==> config.mk <==
export PLATFORM = sky130hd
export DESIGN_NAME = twegh_hist
export DESIGN_NICKNAME = d
export VERILOG_FILES = /design/src/hw/rtl/twegh_pkg.sv /design/src/hw/rtl/twegh_ram.sv /design/src/hw/rtl/twegh_hist.sv
export SDC_FILE = /design/constraint.sdc
export NUM_CORES = 2
export LEC_CHECK = 0
export BUFFER_PORTS_ARGS = -buffer_cell sky130_fd_sc_hd__buf_4
export CAP_MARGIN = 40
export CORE_UTILIZATION = 57
export DETAILED_ROUTE_END_ITERATION = 8
export PLACE_DENSITY_LB_ADDON = 0.15
export SLEW_MARGIN = 20
export SYNTH_ARGS = -nofsm -noshare
export SYNTH_HDL_FRONTEND = slang
export SYNTH_SLANG_ARGS = --single-unit
export TNS_END_PERCENT = 50
==> constraint.sdc <==
create_clock -name i_clk -period 12.09 [get_ports i_clk]
set_clock_uncertainty 0.1 [all_clocks]
set_input_delay 1.8135 -clock i_clk [delete_from_list [all_inputs] [get_ports i_clk]]
set_output_delay 1.8135 -clock i_clk [all_outputs]
set_load 0.01 [all_outputs]
==> src/hw/rtl/twegh_pkg.sv <==
// Shared types, constants and codes for the gated time-window histogram block.
package twegh_pkg;

    localparam int E_W   = 14;   // energy, time and register width
    localparam int IDX_W = 8;    // read index width
    localparam int VAL_W = 20;   // window counter and read value width
    localparam int BIN_W = 15;   // time histogram bin width
    localparam int HIT_W = 4;    // reported window index width
    localparam int CFG_IDX_W = 3;

    localparam int NUM_WINDOWS_DEF = 14;
    localparam int TIME_BINS_DEF   = 200;

    // Energy and time constants in quarter units
    localparam int GATE_LOW   = 80;
    localparam int GATE_HIGH  = 3000;
    localparam int HIST_SPAN  = 4000;
    localparam int SPAN_W     = $clog2(HIST_SPAN);

    localparam logic [VAL_W-1:0] COUNT_MAX = '1;
    localparam logic [BIN_W-1:0] BIN_MAX   = '1;

    localparam logic [E_W-1:0] RST_WINDOW_START = 14'd400;
    localparam logic [E_W-1:0] RST_WINDOW_STEP  = 14'd200;
    localparam logic [E_W-1:0] RST_HALF_WIDTH   = 14'd100;
    localparam logic [E_W-1:0] RST_PEAK_LOW     = 14'd2600;
    localparam logic [E_W-1:0] RST_PEAK_HIGH    = 14'd3000;
    localparam logic [E_W-1:0] RST_SIDE_LOW     = 14'd40;
    localparam logic [E_W-1:0] RST_SIDE_HIGH    = 14'd1800;

    typedef enum logic [1:0] {
        ACT_EVENT     = 2'd0,
        ACT_READ_PEAK = 2'd1,
        ACT_READ_SIDE = 2'd2,
        ACT_READ_BIN  = 2'd3
    } t_action;

    typedef enum logic [1:0] {
        CLS_NONE = 2'd0,
        CLS_PEAK = 2'd1,
        CLS_SIDE = 2'd2
    } t_class;

    typedef enum logic [CFG_IDX_W-1:0] {
        REG_CHANNEL_SELECT = 3'd0,
        REG_WINDOW_START   = 3'd1,
        REG_WINDOW_STEP    = 3'd2,
        REG_HALF_WIDTH     = 3'd3,
        REG_PEAK_LOW       = 3'd4,
        REG_PEAK_HIGH      = 3'd5,
        REG_SIDE_LOW       = 3'd6,
        REG_SIDE_HIGH      = 3'd7
    } t_cfg_reg;

    typedef struct packed {
        logic [1:0]       action;
        logic [E_W-1:0]   energy_first;
        logic [E_W-1:0]   energy_second;
        logic [E_W-1:0]   event_time;
        logic [IDX_W-1:0] read_index;
    } t_in_beat;

    typedef struct packed {
        logic [VAL_W-1:0] read_value;
        logic [HIT_W-1:0] window_hit;
        logic [1:0]       event_class;
        logic             time_gated;
    } t_out_beat;

    typedef struct packed {
        logic           channel_select;
        logic [E_W-1:0] window_start;
        logic [E_W-1:0] window_step;
        logic [E_W-1:0] window_half_width;
        logic [E_W-1:0] peak_low;
        logic [E_W-1:0] peak_high;
        logic [E_W-1:0] side_low;
        logic [E_W-1:0] side_high;
    } t_cfg;

    typedef struct packed {
        t_class kind;
        logic   gated;
    } t_cls_info;

    typedef struct packed {
        logic rd_en;
        logic wr_en;
    } t_hist_ctl;

endpackage

==> src/hw/rtl/twegh_ram.sv <==
// Generic single-write, single-read RAM with registered read data.
module twegh_ram #(
    parameter int WIDTH = 16,
    parameter int DEPTH = 256
) (
    input  logic                     i_clk,
    input  logic                     i_we,
    input  logic [$clog2(DEPTH)-1:0] i_waddr,
    input  logic [WIDTH-1:0]         i_wdata,
    input  logic                     i_re,
    input  logic [$clog2(DEPTH)-1:0] i_raddr,
    output logic [WIDTH-1:0]         o_rdata
);

    logic [WIDTH-1:0] r_mem [DEPTH];
    logic [WIDTH-1:0] r_rdata;

    always_ff @(posedge i_clk) begin
        if (i_we) begin
            r_mem[i_waddr] <= i_wdata;
        end
        if (i_re) begin
            r_rdata <= r_mem[i_raddr];
        end
    end

    assign o_rdata = r_rdata;

endmodule

==> src/hw/rtl/twegh_hist.sv <==
// Time histogram store: RAM with per-bin valid bits, forwarding and saturating update.
module twegh_hist import twegh_pkg::*; #(
    parameter int TIME_BINS = TIME_BINS_DEF
) (
    input  logic                               i_clk,
    input  logic                               i_rst_n,
    input  t_hist_ctl                          i_ctl,
    input  logic [$clog2(TIME_BINS+1)-1:0]     i_rd_addr,
    output logic [BIN_W-1:0]                   o_count
);

    localparam int HA = $clog2(TIME_BINS + 1);

    logic [TIME_BINS:0] r_vld;
    logic [HA-1:0]      r_addr;
    logic               r_vbit;
    logic               r_fwd_v;
    logic [HA-1:0]      r_fwd_addr;
    logic [BIN_W-1:0]   r_fwd_data;
    logic [BIN_W-1:0]   w_rdata;
    logic [BIN_W-1:0]   w_next;

    twegh_ram #(
        .WIDTH (BIN_W),
        .DEPTH (TIME_BINS + 1)
    ) u_ram (
        .i_clk   (i_clk),
        .i_we    (i_ctl.wr_en),
        .i_waddr (r_addr),
        .i_wdata (w_next),
        .i_re    (i_ctl.rd_en),
        .i_raddr (i_rd_addr),
        .o_rdata (w_rdata)
    );

    // a write on the read edge is missed by the RAM; take it from the forward copy
    always_comb begin
        if (r_fwd_v && (r_fwd_addr == r_addr)) begin
            o_count = r_fwd_data;
        end else if (r_vbit) begin
            o_count = w_rdata;
        end else begin
            o_count = '0;
        end
    end

    assign w_next = (o_count == BIN_MAX) ? o_count : o_count + BIN_W'(1);

    always_ff @(posedge i_clk) begin
        if (!i_rst_n) begin
            r_vld   <= '0;
            r_fwd_v <= 1'b0;
        end else if (i_ctl.wr_en) begin
            r_vld[r_addr] <= 1'b1;
            r_fwd_v       <= 1'b1;
        end
    end

    always_ff @(posedge i_clk) begin
        if (i_ctl.rd_en) begin
            r_addr <= i_rd_addr;
            r_vbit <= r_vld[i_rd_addr];
        end
        if (i_ctl.wr_en) begin
            r_fwd_addr <= r_addr;
            r_fwd_data <= w_next;
        end
    end

endmodule

==> metrics.txt <==
Least-Margin Pin Slew 1.22 ns; pin count of the biggest net entering global routing 203; crit path kind input pin to flip-flop; crit path cell chain buf_8 -> buf_4 -> buf_4 -> mux4_2 -> mux4_2 -> o2111ai_1 -> nor2_1 -> a2111oi_0 -> nor3_1; Slew Limit Fails 0; pre-CTS setup slack ~5.2 ns; Hold Crit Class flip-flop to flip-flop; total CTS buffers roughly 340; cell-internal power between 15000 and 20000 uW; WHS around 0.36 ns; Seq pwr share 0.520; DRT iter0 DRCs 9298; final setup fails 0; Core Region 220000 sq um; GRT Residual Overflow 0; Yosys Warn Count 0; syn avg cell area 21.3 sq um; Critical R2R Capture u_ram.r_mem[47][3]; CP arrival 6.52 ns; clock sinks 3264; die height between 400 and 500 um; number of cells on the worst reg-to-reg path 9; WHS Path Cells 1; Hold Fails Final Rpt 0; Slew headroom 0.184; synthesized flop and latch total 3264; Tcrit/Tclk final 0.494; reg2reg setup slack 6.67 ns; Final WS setup 6.12 ns; Worst Path Max Fanout 50; Final ANT Viol Nets 0; Final GP Congestion 0.896; Final min period 5.97 ns; first-pass GRT wire length 485000 um; sequential-to-total area share from yosys stat 0.764; Synth top area share 0.731; most common cell in the netlist edfxtp_1; Sw Ratio 0.216; status finished clean; RSZ-0062 raised after global routing no; largest area contributor in the netlist edfxtp_1; layout cell share with drive strength beyond 1 0.279; fmax 168 MHz; routed vias 65079; mapped cell area 126000 sq um; initial antenna violation count 8; vias in the first global route 62785; CTS tree built; Critical Path Start Type input pin; Syn Inst Count 5895; static leakage 0.0457 uW; post-cts resize count 0; Hold Path Sink r_vld[43]; CP max stage cell o2111ai_1; Post-CTS Setup Inserts 0; total track usage 0.314; CTS Hold Bufs 0; die width 472 um; Clock Path Buffers 4; routed len/inst 36.9 um; DRT Pass-1 Iters 5; logic gate share of total power 0.059; buffers added on ports 26; Clock Root Buffer clkbuf_16; H-tree depth 5; die area 222000 sq um; Pwr Total 24300 uW; Vias/cell a little under 7; Placed Area approximately 130000 sq um; effective utilization at floorplan 0.573; switching power total 5240 uW; post-synth net total just under 6000; Ports 27; RR Startpoint r_addr[1]; WP data required between 10 and 15 ns; top cells by count, synth edfxtp_1 (3062), mux4_2 (824), nor2_1 (245), nand2_1 (220), o21a_1 (207); Clock transition at path regs 0.06 ns; async set-reset flop share out of synthesis 0; Peak VDD IR 0.160 mV; Power Dens Cells between 150 and 200 nW/um^2; Area growth syn-to-layout 13.2%; DRC Markers 0; Netlist cell types between 70 and 80; WL final around 350000 um; CP Capture Type flip-flop; clock group share of total power 0.421; Placement Rows 172; TNS Setup 0 ns; slowest stage delay, CP ~0.76 ns; Synth Flop Type edfxtp_1; design area 142000 sq um; clk_lat worst skew 0.97 ns; number of max-cap violations 0; nets 6300; worst hold start r_vld[43]; top cells by area, synth edfxtp_1 (73%), mux4_2 (15%), dfxtp_1 (3.2%); number of synthesized flops with an enable pin 3062; detailed placement HPWL 204000 um
state kept, by name (all words and copies together), names as in the netlist:
name,cells
r_vld,201
r_addr,8
r_fwd_addr,8
u_ram.o_rdata,15
r_fwd_v,1
u_ram.r_mem,3015
r_fwd_data,15
r_vbit,1
stage by stage:
stage,utilization,cells
floorplan,-,5895
CTS,0.647,9396
global placement,0.595,8755
global route,0.648,9411
finish,0.648,9420
detailed placement,0.598,8806
routing by layer:
metal,global-route usage,part of all wire,up-vias
li1,-,-,25442
met1,0.453,0.38,34841
met2,0.472,0.46,4135
met3,0.0732,0.11,653
met4,0.119,0.040,8
met5,0,0.00013,-
critical path: cells and delay by family:
kind / cells / cell delay (ns)
compound gates: 2 / 1.49
mux: 2 / 1.10
buf+inv: 3 / 1.72
simple gates: 2 / 0.24
worst max-delay path by stage:
stage / start / end / slack [ns]
2_1_floorplan: r_addr[2] / r_fwd_data[13] / 0.06
3_3_place_gp: i_rd_addr[0] / u_ram.o_rdata[2] / 5.16
3_5_place_dp: i_rd_addr[1] / u_ram.o_rdata[3] / 5.24
4_1_cts: i_rd_addr[1] / u_ram.o_rdata[3] / 6.21
5_1_grt: i_rd_addr[1] / u_ram.o_rdata[3] / 6.05
6_report: i_rd_addr[1] / u_ram.o_rdata[3] / 6.12
final cells by class:
type | instances | area [sq um]
Antenna cell | 10 | 25.0
Clock buffer | 439 | 9100
Clock inverter | 151 | 1620
Fill cell | 14396 | 77200
Inverter | 16 | 72.6
Multi-Input combinational cell | 2270 | 28200
Sequential cell | 3264 | 96000
Tap cell | 2871 | 3590
Timing Repair Buffer | 399 | 3660
power by group through the flow:
| stage | clock network [uW] | logic, uW | registers, uW |
|---|---|---|---|
| after floorplan | 0 | 785 | 12900 |
| after global placement | 0 | 1350 | 12800 |
| after detailed placement | 0 | 1400 | 12800 |
| after CTS | 10300 | 1400 | 12600 |
| after global routing | 10700 | 1480 | 12600 |
| final | 10200 | 1430 | 12600 |
cells in the final DEF (no fill, tap or decap), types with 14 or more instances in the layout:
master	instances
buf_8	16
clkbuf_1	81
a21oi_1	67
buf_12	22
clkinv_2	58
nor2b_1	17
o21ai_0	47
clkinv_1	43
o22ai_1	26
clkbuf_16	344
nand3_1	61
bufinv_16	34
mux4_2	824
a22o_1	24
buf_4	332
edfxtp_1	3062
a221oi_1	27
clkbuf_8	15
a22oi_1	82
nor2_1	156
and3_1	14
nor2_2	70
a31oi_1	19
a211oi_1	16
o21a_1	207
mux2i_1	186
dfxtp_1	202
nand2_1	218
nor2_4	19
kinds of logic (layout without fill, tap and decap cells):
logic type,count (synthesis),in the layout,share of synthesized area
other,0,10,0
DFF,3264,3264,0.764
muxes,1019,1019,0.163
AOI/OAI and AO/OA,603,603,0.0343
and+or+nand+nor,637,637,0.0219
xor gates and xnor gates,11,11,0.000766
buffers and inverters,361,1005,0.0161
Note: power is estimated with default switching activity, not from simulation.
