==> config.mk <==
export PLATFORM = sky130hd
export DESIGN_NAME = twegh_classify
export DESIGN_NICKNAME = d
export VERILOG_FILES = /design/src/hw/rtl/twegh_pkg.sv /design/src/hw/rtl/twegh_classify.sv
export SDC_FILE = /design/constraint.sdc
export NUM_CORES = 1
export LEC_CHECK = 0
export ABC_AREA = 0
export BUFFER_PORTS_ARGS = -buffer_cell sky130_fd_sc_hd__buf_4
export CAP_MARGIN = 5
export CORE_ASPECT_RATIO = 2
export CORE_MARGIN = 8
export CORE_UTILIZATION = 45
export DETAILED_ROUTE_END_ITERATION = 8
export GPL_ROUTABILITY_DRIVEN = 1
export GPL_TIMING_DRIVEN = 0
export PLACE_DENSITY_LB_ADDON = 0.08
export SYNTH_ARGS = -nofsm -noshare
export SYNTH_HDL_FRONTEND = slang
export SYNTH_SLANG_ARGS = --single-unit
==> constraint.sdc <==
create_clock -name vclk -period 8.6
set_input_delay 1.72 -clock vclk [all_inputs]
set_output_delay 1.72 -clock vclk [all_outputs]
set_load 0.01 [all_outputs]
==> src/hw/rtl/twegh_pkg.sv <==
// Shared types, constants and codes for the gated time-window histogram block.
package twegh_pkg;

    localparam int E_W   = 14;   // energy, time and register width
    localparam int IDX_W = 8;    // read index width
    localparam int VAL_W = 20;   // window counter and read value width
    localparam int BIN_W = 15;   // time histogram bin width
    localparam int HIT_W = 4;    // reported window index width
    localparam int CFG_IDX_W = 3;

    localparam int NUM_WINDOWS_DEF = 14;
    localparam int TIME_BINS_DEF   = 200;

    // Energy and time constants in quarter units
    localparam int GATE_LOW   = 80;
    localparam int GATE_HIGH  = 3000;
    localparam int HIST_SPAN  = 4000;
    localparam int SPAN_W     = $clog2(HIST_SPAN);

    localparam logic [VAL_W-1:0] COUNT_MAX = '1;
    localparam logic [BIN_W-1:0] BIN_MAX   = '1;

    localparam logic [E_W-1:0] RST_WINDOW_START = 14'd400;
    localparam logic [E_W-1:0] RST_WINDOW_STEP  = 14'd200;
    localparam logic [E_W-1:0] RST_HALF_WIDTH   = 14'd100;
    localparam logic [E_W-1:0] RST_PEAK_LOW     = 14'd2600;
    localparam logic [E_W-1:0] RST_PEAK_HIGH    = 14'd3000;
    localparam logic [E_W-1:0] RST_SIDE_LOW     = 14'd40;
    localparam logic [E_W-1:0] RST_SIDE_HIGH    = 14'd1800;

    typedef enum logic [1:0] {
        ACT_EVENT     = 2'd0,
        ACT_READ_PEAK = 2'd1,
        ACT_READ_SIDE = 2'd2,
        ACT_READ_BIN  = 2'd3
    } t_action;

    typedef enum logic [1:0] {
        CLS_NONE = 2'd0,
        CLS_PEAK = 2'd1,
        CLS_SIDE = 2'd2
    } t_class;

    typedef enum logic [CFG_IDX_W-1:0] {
        REG_CHANNEL_SELECT = 3'd0,
        REG_WINDOW_START   = 3'd1,
        REG_WINDOW_STEP    = 3'd2,
        REG_HALF_WIDTH     = 3'd3,
        REG_PEAK_LOW       = 3'd4,
        REG_PEAK_HIGH      = 3'd5,
        REG_SIDE_LOW       = 3'd6,
        REG_SIDE_HIGH      = 3'd7
    } t_cfg_reg;

    typedef struct packed {
        logic [1:0]       action;
        logic [E_W-1:0]   energy_first;
        logic [E_W-1:0]   energy_second;
        logic [E_W-1:0]   event_time;
        logic [IDX_W-1:0] read_index;
    } t_in_beat;

    typedef struct packed {
        logic [VAL_W-1:0] read_value;
        logic [HIT_W-1:0] window_hit;
        logic [1:0]       event_class;
        logic             time_gated;
    } t_out_beat;

    typedef struct packed {
        logic           channel_select;
        logic [E_W-1:0] window_start;
        logic [E_W-1:0] window_step;
        logic [E_W-1:0] window_half_width;
        logic [E_W-1:0] peak_low;
        logic [E_W-1:0] peak_high;
        logic [E_W-1:0] side_low;
        logic [E_W-1:0] side_high;
    } t_cfg;

    typedef struct packed {
        t_class kind;
        logic   gated;
    } t_cls_info;

    typedef struct packed {
        logic rd_en;
        logic wr_en;
    } t_hist_ctl;

endpackage

==> src/hw/rtl/twegh_classify.sv <==
// Event classification: window hits, energy gates and time histogram bin.
module twegh_classify import twegh_pkg::*; #(
    parameter int NUM_WINDOWS = NUM_WINDOWS_DEF,
    parameter int TIME_BINS   = TIME_BINS_DEF
) (
    input  t_in_beat                           i_beat,
    input  t_cfg                               i_cfg,
    output logic [NUM_WINDOWS-1:0]             o_hit,
    output t_cls_info                          o_info,
    output logic [$clog2(TIME_BINS+1)-1:0]     o_bin
);

    localparam int HA = $clog2(TIME_BINS + 1);
    localparam int CW = E_W + $clog2(NUM_WINDOWS) + 1;
    // bin = t * TIME_BINS / HIST_SPAN, exact for t below HIST_SPAN
    localparam int BIN_SH = 24;
    localparam logic [39:0] BIN_MUL =
        ((40'(TIME_BINS) << BIN_SH) + 40'(HIST_SPAN) - 40'd1) / 40'(HIST_SPAN);

    logic [CW-1:0]  w_t;
    logic [CW-1:0]  w_half;
    logic [E_W-1:0] w_energy;
    logic           w_peak;
    logic           w_side;
    logic           w_gate_first;
    logic           w_gate_second;
    logic [39:0]    w_prod;

    assign w_t    = CW'(i_beat.event_time);
    assign w_half = CW'(i_cfg.window_half_width);

    genvar g;
    for (g = 0; g < NUM_WINDOWS; g++) begin : g_win
        logic [CW-1:0] w_center;
        if (g == 0) begin : g_origin
            assign w_center = '0;
        end else begin : g_offset
            assign w_center = CW'(i_cfg.window_start) + CW'(g) * CW'(i_cfg.window_step);
        end
        // open window, evaluated without wrap
        assign o_hit[g] = (w_t + w_half > w_center) && (w_t < w_center + w_half);
    end

    assign w_energy = i_cfg.channel_select ? i_beat.energy_second : i_beat.energy_first;
    assign w_peak   = (w_energy >= i_cfg.peak_low) && (w_energy <= i_cfg.peak_high);
    assign w_side   = (w_energy >= i_cfg.side_low) && (w_energy <= i_cfg.side_high);

    assign w_gate_first  = (i_beat.energy_first > E_W'(GATE_LOW)) &&
                           (i_beat.energy_first < E_W'(GATE_HIGH));
    assign w_gate_second = (i_beat.energy_second > E_W'(GATE_LOW)) &&
                           (i_beat.energy_second < E_W'(GATE_HIGH));

    always_comb begin
        o_info.gated = w_gate_first || w_gate_second;
        priority if (w_peak) begin
            o_info.kind = CLS_PEAK;
        end else if (w_side) begin
            o_info.kind = CLS_SIDE;
        end else begin
            o_info.kind = CLS_NONE;
        end
    end

    assign w_prod = 40'(i_beat.event_time[SPAN_W-1:0]) * BIN_MUL;
    assign o_bin  = (i_beat.event_time >= E_W'(HIST_SPAN)) ? HA'(TIME_BINS)
                                                          : HA'(w_prod >> BIN_SH);

endmodule

==> results_dict.tcl, run 1 <==
set metrics [dict create \
    die_x_um 204 \
    post-dp-hpwl_um 92800 \
    adder_and_majority_gate_portion_of_the_synthesized_area 0.464 \
    violations "negative setup slack" \
    routed_wire_length_per_instance_um 23.3 \
    synth_compound_gate_area_share 0.235 \
    first_pass_grt_wire_length_um 178000 \
    gp_congestion 0.942 \
    layout-area-overhead-vs-synth_pct 17.8 \
    period_needed_ns 8.68 \
    setup_viol_count_final 2 \
    clkbuf_count 0 \
    setup.worst_path.start_class "input port" \
    grt_pass1_vias 30300 \
    yosysSeqAreaShare 0 \
    synth.mux.area_fraction 0.00783 \
    syn_area_um2 31800 \
    post_synth_num_cell_types 78 \
    sequential_cell_count 0 \
    synth_area_leader_cell "sky130_fd_sc_hd__ha_1" \
    worst-endpoint-arrival_ns 6.96 \
    final_layout_size_suffix_gt1_frac 0.145 \
    vias_per_cell 5.95 \
    synth.top_cells.by_area "sky130_fd_sc_hd__ha_1 36%, sky130_fd_sc_hd__fa_1 10%, sky130_fd_sc_hd__inv_1 6.4%" \
    postSynthNetCount 5220 \
    drt_pass1_iterations 6 \
    timing.final.hold_violations 0 \
    synth.top_cells.by_count "918 x sky130_fd_sc_hd__ha_1, 544 x sky130_fd_sc_hd__inv_1, 339 x sky130_fd_sc_hd__a21oi_1" \
    die_height_um 392 \
    critPathKind "input port to output port" \
    worst_margin_slew_ns 1.11 \
    nNetsFinal 5517 \
    ff_latch_area_um2 0 \
    achievable-frequency_ghz 0.115 \
    min-delay-path-class "input port to output port" \
    grt_remaining_overflow 0 \
    detail_route.wirelength_um 121000 \
    grt_use_total 0.291 \
    antenna_violations_before_repair 1 \
    cap_viol_max_count 0 \
    grt_setup_unrepaired "true" \
    synth.most_common_cell "sky130_fd_sc_hd__ha_1" \
    post_synth_and_or_nand_nor_area_fraction 0.138 \
    timing.final.max_slew_violations 0 \
    critPathMaxFanout 11 \
    final_antenna_net_count 0 \
    period_share 1.01 \
    coreArea_um2 70300 \
    dp_worst_setup_slack_ns -1.28 \
    floorplan.rows 138 \
    port-buffer-count 166 \
    initial_utilization 0.452 \
    pin_count_of_the_biggest_net_entering_global_routing 22 \
    avgSynthCellArea_um2 7.97 \
    outcome "finished with violations" \
    cts_hold_buffers_added 0 \
    dr.first_iter.drc_count 1712 \
    synth_xor_xnor_area_share 0.0896 \
    drc_errors 0 \
    synth_largest_type_area_fraction 0.361 \
    via_count_of_the_routed_design 30900 \
    final.setup.worst_slack_ns -0.0805 \
    synthesized_instance_count 3988 \
    syn_warnings 0 \
    synth_top_family_by_area "adder cells" \
    dieArea_um2 79900 \
    design.portCount 176 \
    timing.max_slew.rel_slack 0.259 \
    critical_path.endpoint_type "output port" \
    critPathRequiredTime_ns 6.88 \
]
critical path: stages:
cell                       delay, ns
sky130_fd_sc_hd__buf_16         0.14
sky130_fd_sc_hd__ha_4           0.32
sky130_fd_sc_hd__xor2_4         0.19
sky130_fd_sc_hd__ha_4           0.15
sky130_fd_sc_hd__a21oi_2        0.03
sky130_fd_sc_hd__fa_1           0.52
sky130_fd_sc_hd__inv_2          0.05
sky130_fd_sc_hd__ha_4           0.22
sky130_fd_sc_hd__and3_4         0.17
sky130_fd_sc_hd__a221o_1        0.31
sky130_fd_sc_hd__or2_4          0.26
sky130_fd_sc_hd__a21o_1         0.17
sky130_fd_sc_hd__a21o_1         0.18
sky130_fd_sc_hd__xor2_2         0.19
sky130_fd_sc_hd__ha_4           0.18
sky130_fd_sc_hd__or3_1          0.31
sky130_fd_sc_hd__o211ai_1       0.29
sky130_fd_sc_hd__a21oi_2        0.10
sky130_fd_sc_hd__buf_4          0.14
sky130_fd_sc_hd__buf_4          0.12
sky130_fd_sc_hd__buf_4          0.12
sky130_fd_sc_hd__buf_4          0.12
sky130_fd_sc_hd__a311o_1        0.36
sky130_fd_sc_hd__nand3_1        0.07
sky130_fd_sc_hd__mux2i_1        0.08
sky130_fd_sc_hd__a211oi_2       0.26
sky130_fd_sc_hd__buf_4          0.16
cells in the final DEF, fill, tap and decap left out, drive strengths merged, types with 29 or more instances in the layout:
cell,n
nor3,57
inv,536
o21ai,224
nor2b,65
a21oi,339
nor2,214
a21o,161
nand2,162
nand2b,66
nand3,73
xor2,158
or2,32
ha,918
a31oi,29
fa,163
buf,293
xnor2,167
o21a,82
a211oi,47
nand4,47
o21bai,38
through the flow:
stage                     std cells  hold WS (ns)  utilization  setup TNS (ns)  area, µm²
after floorplan                3988          3.59            -               0      31800
after global placement         5064          3.81        0.486          -18.67      34200
after detailed placement       5080          3.80        0.491           -8.56      34500
after CTS                      5142          3.81        0.511          -0.119      35900
after global routing           5193          3.85        0.533          -0.867      37400
final                          5194          3.81        0.533         -0.0805      37400
final timing paths:
| kind | from | to | slack, ns | depth (start not counted) |
|---|---|---|---|---|
| worst min-delay path | i_beat[48] | o_info[0] | 3.81 | 5 |
| worst max-delay path | i_cfg[71] | o_hit[13] | -0.08 | 27 |
per-layer routing:
layer	vias to the layer above	GRT usage	part of all wire
li1	15000	-	-
met4	0	0.186	0.087
met5	-	0	0
met2	982	0.502	0.46
met1	14600	0.342	0.40
met3	336	0.0257	0.053
final cells by class:
cell class,instances,area [µm²]
Antenna cell,1,2.50
Buffer,5,22.5
Fill cell,6715,32800
Inverter,545,2080
Multi-Input combinational cell,3437,31500
Tap cell,910,1140
Timing Repair Buffer,296,2730
kinds of logic (layout without fill, tap and decap cells):
| logic type | after synthesis | after routing |
|---|---|---|
| and+or+nand+nor | 860 | 860 |
| xor gates and xnor gates | 325 | 325 |
| buffers and inverters | 551 | 846 |
| muxes | 23 | 23 |
| AOI/OAI and AO/OA | 1148 | 1148 |
| other | 0 | 1 |
| adders and majority gates | 1081 | 1081 |
repair_timing:
action	in CTS	in global routing
hold endpoints to repair	0	0
endpoints found under the setup margin	17	16
setup buffers	60	50
gates resized for setup	172	218
gates cloned	3	1
pin swaps	61	117
==> inputs of run 2 (changes only) <==
- clock period: 8.6 -> 7.2 ns (I/O delays scaled with it)
==> run 2 against run 1 <==
Net effect: the flow still finishes with violations (negative setup slack); non-clock buffer count up 126; final area up 7.0%; setup slack worse by 0.73 ns; clock-buffer cell count unchanged; sequential share of layout area unchanged; critical path depth down 1; critical endpoint unchanged; largest cell class unchanged.
==> results_dict.tcl, run 2 (synthesis gave the netlist of run 1 again) <==
set metrics [dict create \
    gp_congestion 0.925 \
    outcome "finished with violations" \
    die_x_um 204 \
    antenna_violations_before_repair 1 \
    initial_utilization 0.452 \
    grt_pass1_vias 31500 \
    coreArea_um2 70300 \
    design.portCount 176 \
    via_count_of_the_routed_design 31600 \
    routed_wire_length_per_instance_um 23.4 \
    timing.critical_path.max_delay_family "adder cells" \
    netSwitchingFraction 0.533 \
    grt_remaining_overflow 0 \
    leakage_nw 19.9 \
    power.share.combinational 1.000 \
    cp.buffers_inverters 4 \
    ff_latch_area_um2 0 \
    final.setup.tns_ns -7.53 \
    layout-area-overhead-vs-synth_pct 26.0 \
    switchingPower_mw 7.09 \
    vias_per_cell 5.94 \
    dr.first_iter.drc_count 1616 \
    layout.cell_area.non_filler_um2 40000 \
    layout_common_cells "812 x sky130_fd_sc_hd__ha_1, 505 x sky130_fd_sc_hd__inv_1, 337 x sky130_fd_sc_hd__buf_4, 268 x sky130_fd_sc_hd__a21oi_1, 196 x sky130_fd_sc_hd__nor2_1" \
    die_height_um 392 \
    worst-endpoint-arrival_ns 6.57 \
    holdWs_ns 3.23 \
    cp_slowest_cell "sky130_fd_sc_hd__fa_1" \
    violations "negative setup slack" \
    post-dp-hpwl_um 93200 \
    grt_use_total 0.300 \
    power.density_cell_area_nw_per_um2 332 \
    clkbuf_count 0 \
    drc_errors 0 \
    drt_pass1_iterations 7 \
    nNetsFinal 5643 \
    period_needed_ns 8.01 \
    cap_viol_max_count 0 \
    critPathRequiredTime_ns 5.76 \
    path_depth 26 \
    timing.max_slew.rel_slack 0.260 \
    crit_path_start "i_cfg[71]" \
    most_common_cell_after_layout_fill_and_taps_aside "sky130_fd_sc_hd__ha_1" \
    irDropWorstVdd_mv 0.458 \
    power_report.internal_total_mw 6.22 \
    period_share 1.11 \
    critPathKind "input port to output port" \
    critPathMaxFanout 6 \
    filler_cell_count 6415 \
    achievable-frequency_ghz 0.125 \
    min-delay-path-class "input port to output port" \
    final_layout_size_suffix_gt1_frac 0.214 \
    critical_path.max_stage_delay_ns 0.42 \
    setup.worst_path.start_class "input port" \
    first_pass_grt_wire_length_um 184000 \
    clock_power_share 0 \
    floorplan.rows 138 \
    place_area_um2 34900 \
    pin_count_of_the_biggest_net_entering_global_routing 22 \
    timing.final.max_slew_violations 0 \
    detail_route.wirelength_um 125000 \
    setup_viol_count_final 20 \
    sequential_cell_count 0 \
    grt_setup_unrepaired "true" \
    final.setup.worst_slack_ns -0.806 \
    dieArea_um2 79900 \
    critical_path.endpoint_type "output port" \
    port-buffer-count 166 \
    timing.critical_path.to "o_hit[13]" \
    final_antenna_net_count 0 \
    p_seq_frac 0 \
    worst_margin_slew_ns 1.11 \
    timing.final.hold_violations 0 \
]
run 2: cell types whose count changed in the layout (fill, tap and decap cells not counted), moves of 12 or more:
cell and change:
sky130_fd_sc_hd__o21ai_0 -30, sky130_fd_sc_hd__ha_1 -51, sky130_fd_sc_hd__buf_4 +87, sky130_fd_sc_hd__a21oi_1 -35, sky130_fd_sc_hd__o21ai_2 +12, sky130_fd_sc_hd__ha_4 +40, sky130_fd_sc_hd__buf_6 +22, sky130_fd_sc_hd__a21oi_2 +32
sky130_fd_sc_hd__o21ai_1 +17, sky130_fd_sc_hd__inv_2 +17, sky130_fd_sc_hd__inv_1 -24
run 2: per-stage QoR:
step / total power [mW] / setup slack [ns] / cells / utilization
finish: 13.3 / -0.806 / 5321 / 0.570
global route: 14.8 / -1.01 / 5319 / 0.570
CTS: 12.1 / -0.834 / 5237 / 0.542
detailed placement: 10.8 / -1.48 / 5080 / 0.496
global placement: 10.5 / -2.61 / 5064 / 0.491
floorplan: 8.16 / -0.355 / 3988 / -
run 2: worst min path at each step:
| stage | from | endpoint | slack, ns | cells after the start |
|---|---|---|---|---|
| after floorplan | i_beat[34] | o_info[0] | 3.03 | 3 |
| after global placement | i_beat[34] | o_info[0] | 3.23 | 5 |
| after detailed placement | i_beat[34] | o_info[0] | 3.23 | 5 |
| after CTS | i_beat[34] | o_info[0] | 3.23 | 5 |
| after global routing | i_beat[34] | o_info[0] | 3.25 | 5 |
| final | i_beat[34] | o_info[0] | 3.23 | 5 |
run 2: area by class of cell:
class	instances	area, µm²	area share
multi-input combinational	3437	32700	0.818
timing repair buffer	422	4020	0.100
inverter	545	2110	0.0526
tap	910	1140	0.0284
buffer	5	22.5	0.000562
antenna	2	5.00	0.000125
run 2: power groups by stage:
stage	sequential, mW	clock [mW]	combinational [mW]
after floorplan	0	0	8.16
after global placement	0	0	10.5
after detailed placement	0	0	10.8
after CTS	0	0	12.1
after global routing	0	0	14.8
final	0	0.0000000160	13.3
run 2: what timing repair did:
item,CTS,global route
buffers inserted,153,83
hold buffers,0,0
gates cloned,6,2
resized for setup,406,260
pin swaps,242,282
endpoints found under the setup margin,20,21
run 2: worst min-delay path, delay by kind of cell:
kind,cells,cell delay (ns)
buf+inv,2,0.21
compound gates,1,0.03
simple gates,2,0.09
run 2: metal layers:
metal | global-route usage | vias up | share of wire
met5 | 0 | - | 0
met4 | 0.202 | 0 | 0.087
met3 | 0.0362 | 377 | 0.058
met2 | 0.518 | 991 | 0.47
met1 | 0.341 | 15000 | 0.38
li1 | - | 15300 | -
Note: power is estimated with default switching activity, not from simulation.
